--- src/sv/til_pkg.sv ---
// Shared types for the trie word store: transfer payloads, queued operations
// and the back-end state encoding. No dependencies.
package til_pkg;

	// Input transfer: one letter of a word and its tags
	typedef struct packed {
		logic       func;       // 0 insert, 1 lookup
		logic [4:0] letter;     // 0 = a .. 25 = z
		logic       has_letter;
		logic       last;
	} til_req_t;

	// Result transfer, one per word
	typedef struct packed {
		logic found;
		logic pool_full;
	} til_rsp_t;

	// Classified operation handed from front to back
	typedef struct packed {
		logic       is_lookup;
		logic       walk;       // item carries a usable letter
		logic [4:0] letter;
		logic       last;
	} til_op_t;

	localparam int unsigned FUNC_INSERT = 0;
	localparam int unsigned FUNC_LOOKUP = 1;

	typedef enum logic [2:0] {
		ST_CLEAR,
		ST_IDLE,
		ST_ADDR,
		ST_LINK,
		ST_EVAL,
		ST_MARK,
		ST_CLOSE
	} til_state_t;

endpackage

--- src/sv/til_front.sv ---
// Front end: takes input transfers, classifies each item and queues the
// ones that matter for the back end. Depends on til_pkg.
module til_front #(
	parameter int ALPHABET = 26
) (
	input  logic              clk,
	input  logic              arst_n,
	input  logic              req_valid,
	output logic              req_ready,
	input  til_pkg::til_req_t req,
	input  logic              clearing,
	output logic              op_valid,
	output til_pkg::til_op_t  op,
	input  logic              op_pop
);

	// two-entry queue
	til_pkg::til_op_t q_mem_q [2];
	logic             wr_ptr_q;
	logic             rd_ptr_q;
	logic [1:0]       cnt_q;

	til_pkg::til_op_t cls;
	logic             accept;
	logic             push;

	// a letter past the alphabet counts as no letter
	always_comb begin
		cls.is_lookup = (req.func == 1'(til_pkg::FUNC_LOOKUP));
		cls.walk      = req.has_letter && (32'(req.letter) < ALPHABET);
		cls.letter    = req.letter;
		cls.last      = req.last;
	end

	assign req_ready = (cnt_q != 2'd2) && !clearing;
	assign accept    = req_valid && req_ready;
	// no letter and not last: nothing to do
	assign push      = accept && (cls.walk || cls.last);

	assign op_valid = (cnt_q != 2'd0);
	assign op       = q_mem_q[rd_ptr_q];

	always_ff @(posedge clk) begin
		if (push) begin
			q_mem_q[wr_ptr_q] <= cls;
		end
	end

	always_ff @(posedge clk or negedge arst_n) begin
		if (!arst_n) begin
			wr_ptr_q <= 1'b0;
			rd_ptr_q <= 1'b0;
			cnt_q    <= 2'd0;
		end else begin
			if (push) begin
				wr_ptr_q <= ~wr_ptr_q;
			end
			if (op_pop) begin
				rd_ptr_q <= ~rd_ptr_q;
			end
			case ({push, op_pop})
				2'b10:   cnt_q <= cnt_q + 2'd1;
				2'b01:   cnt_q <= cnt_q - 2'd1;
				default: cnt_q <= cnt_q;
			endcase
		end
	end

endmodule

--- config.mk ---
export PLATFORM = sky130hd
export DESIGN_NAME = til_front
export DESIGN_NICKNAME = d
export VERILOG_FILES = /design/src/sv/til_pkg.sv /design/src/sv/til_front.sv
export SDC_FILE = /design/constraint.sdc
export NUM_CORES = 1
export LEC_CHECK = 0
export ABC_AREA = 1
export BUFFER_PORTS_ARGS = -buffer_cell sky130_fd_sc_hd__buf_2
export CAP_MARGIN = 20
export CORE_MARGIN = 2
export CORE_UTILIZATION = 49
export DETAILED_ROUTE_END_ITERATION = 16
export PLACE_DENSITY = 0.8
export SLEW_MARGIN = 20
export SYNTH_ARGS = -nofsm -noshare
export SYNTH_HDL_FRONTEND = slang
export SYNTH_SLANG_ARGS = --single-unit
export TNS_END_PERCENT = 30
--- constraint.sdc ---
create_clock -name clk -period 2 [get_ports clk]
set_input_delay 0.3 -clock clk [delete_from_list [all_inputs] [get_ports clk]]
set_output_delay 0.3 -clock clk [all_outputs]
set_load 0.02 [all_outputs]
==> reports/qor.yml <==
status:
  outcome: "complete, no violations"
timing:
  rsz0062_at_grt: "false"
  skew_ns: 0.00149
  final_max_slew_viol_count: 0
  tightest_slew_ns: 0.373
  setup_viol: 0
  finalHoldViolCount: 0
  period_share: 0.851
  fin_crit_ns: 1.70
  relSlewSlack: 0.752
  max_freq_mhz: 588
  finalSetupTns_ns: 0
die:
  die_area_um2: 2030
  start_util: 0.537
  die_h_um: 45.1
  die_x_um: 45.1
  ios: 23
  core_area_um2: 1540
  num_rows: 14
synth:
  yosys-top-cells-count: "edfxtp_1 (16), inv_1 (10), mux2_2 (8)"
  synth_nets: 72
  netlist-cell-type-count: 17
  post-synth-top-count-cell: "edfxtp_1"
  synth-edff-count: 16
  synth_top_cell_by_area: "edfxtp_1"
  yosysSeqAreaShare: 0.702
  synth_top_area_share: 0.581
  ys_ff_latch: 20
  netlist_instances: 58
  syn-cell-area_um2: 827
  avgSynthCellArea_um2: 14.3
  yosys_warnings: 0
  async_reset_ff_frac: 0.200
  yosys-top-cells-area: "edfxtp_1 (58%), dfrtp_1 (12%), mux2_2 (11%)"
  synth-main-ff-cell: "edfxtp_1"
routing:
  routed.top_layer: "met3"
  met3_length_um: 82
  final_antenna_net_count: 0
  wl_met1_um: 534
  met2_length_um: 555
  vias_per_cell: 4.66
  drt_iter0_drc: 4
  dr.pass1.iters: 4
  drc: 0
  avgRoutedWirePerCell_um: 11.6
  num_vias: 471
  totalWireLength_um: 1170
clock_tree:
  cts_made_buffers: 3
  insertion_delay_ns: 0.29
  post_cts_buffers: 0
  cts_tree: "yes"
  path_clk_slew_ns: 0.10
  h-tree-depth: 1
  cts_sinks: 20
  cts_root_buf: "clkbuf_4"
  ctsResizeCount: 0
  clock_path_buffers: 2
placement:
  dp_cells: 96
  dpl_cell_area_um2: 960
  gp_congestion: 0.751
  portBuffers: 22
  dp_hpwl_um: 863
setup_path:
  worstPathCellList: "mux2_2 -> buf_2"
  crit_path_max_fanout: 9
  required_ns: 1.70
  worstPathArrival_ns: 1.40
  worst_setup_path_end_kind: "output port"
  cpPeakStageDelay_ns: 0.58
  cp_slowest_cell: "dfrtp_1"
  start_kind: "flip-flop"
  crit_type: "reg -> out"
global_routing:
  antenna_found_initial: 0
  grt_usage: 0.128
  gr-total-overflow: 0
  grt_pass1_vias: 441
  grt_first_pass_wirelength_um: 1770
  grt_max_degree: 12
finish:
  diodes: 0
  layout.cells.non_filler: 101
  final_nets: 100
  nFillCells: 120
  syn2layout_area_growth_pct: 20.4
  drive_gt1_frac: 0.447
  finalInstanceArea_um2: 996
power:
  power_density_nw_per_um2: 1150
  p_sw_w: 0.000374
  power.internal_w: 0.000771
  ir_drop_mv: 0.632
  leakagePower_nw: 0.448
  seqPwrFrac: 0.515
  p_comb_frac: 0.320
  swShare: 0.327
  clockPowerShare: 0.165
flow_run:
  maxCapViolCount: 0
min_path:
  worst_hold_path_type: "in -> reg"
## stage by stage
stage | util | hold slack (ns) | power (W) | setup slack, ns
CTS | 0.646 | 0.182 | 0.00116 | 0.271
detailed placement | 0.623 | 0.114 | 0.000968 | 0.407
global placement | 0.623 | 0.115 | 0.000964 | 0.448
global route | 0.646 | 0.172 | 0.00121 | 0.223
finish | 0.646 | 0.192 | 0.00114 | 0.299
floorplan | - | 0.00441 | 0.000862 | 0.556
## area by class of cell
class | count | area (um2) | share of cell area
Timing Repair Buffer | 24 | 128 | 0.128
Inverter | 10 | 37.5 | 0.0377
Sequential cell | 20 | 581 | 0.583
Tap cell | 16 | 20.0 | 0.0201
Multi-Input combinational cell | 27 | 204 | 0.205
Clock buffer | 4 | 26.3 | 0.0264
## state kept, by name (all words and copies together), names as in the netlist
| name | count |
|---|---|
| cnt_q | 2 |
| rd_ptr_q | 1 |
| q_mem_q | 16 |
| wr_ptr_q | 1 |
## worst paths after layout
path	to	start	slack [ns]	cells past startpoint
worst max-delay path	op[6]	rd_ptr_q$_DFFE_PN0P_	0.30	2
worst min-delay path	q_mem_q[0][7]$_DFFE_PP_	req[7]	0.19	1
worst max register to register	cnt_q[1]$_DFFE_PN0P_	cnt_q[1]$_DFFE_PN0P_	0.45	8
worst min register to register	wr_ptr_q$_DFFE_PN0P_	wr_ptr_q$_DFFE_PN0P_	0.50	2
max in group asynchronous	rd_ptr_q$_DFFE_PN0P_	arst_n	1.56	2
min in group asynchronous	wr_ptr_q$_DFFE_PN0P_	arst_n	0.33	2
## per-layer routing
layer / up-vias / GRT usage
met5: - / 0
met2: 16 / 0.203
met1: 205 / 0.155
li1: 250 / -
met4: 0 / 0.0706
met3: 0 / 0.0400
## critical path: cells and delay by family (launching register included)
family | cells | cell delay [ns]
buffers and inverters | 1 | 0.16
flip-flops | 1 | 0.58
multiplexers | 1 | 0.38
## power by group through the flow
stage,clock network (W),logic [W],registers [W]
3_3_place_gp,0,0.000365,0.000600
3_5_place_dp,0,0.000371,0.000597
2_1_floorplan,0,0.000305,0.000557
6_report,0.000189,0.000366,0.000589
5_1_grt,0.000212,0.000397,0.000599
4_1_cts,0.000196,0.000373,0.000591
## layout by cell type, fill, tap and decap left out
cell,instances
dfrtp_1,4
ha_1,1
dlygate4sd3_1,1
nand2_1,7
clkbuf_4,3
nor2_1,1
nand2_2,1
nand3_1,1
or2_2,1
a21oi_1,1
buf_4,1
xor2_1,2
edfxtp_1,16
mux2_2,8
inv_1,10
nor2_2,1
o21ai_0,1
xnor2_1,1
clkbuf_1,1
buf_2,22
o21bai_2,1
## kinds of logic (layout without fill, tap and decap cells)
| logic type | count (synthesis) | after routing | synth area share |
|---|---|---|---|
| flip-flops | 20 | 20 | 0.702 |
| AND/OR/NAND/NOR | 12 | 12 | 0.0651 |
| buffers and inverters | 11 | 38 | 0.0514 |
| multiplexers | 8 | 8 | 0.109 |
| AO/OA/AOI/OAI | 3 | 3 | 0.0257 |
| XOR/XNOR | 3 | 3 | 0.0318 |
| adder cells (fa/ha/maj) | 1 | 1 | 0.0151 |
## what timing repair did
item,4_1_cts,5_1_grt
endpoints found under the setup margin,0,0
endpoints found under the hold margin,4,0
hold buffers,1,0
(Power assumes the default switching activity.)
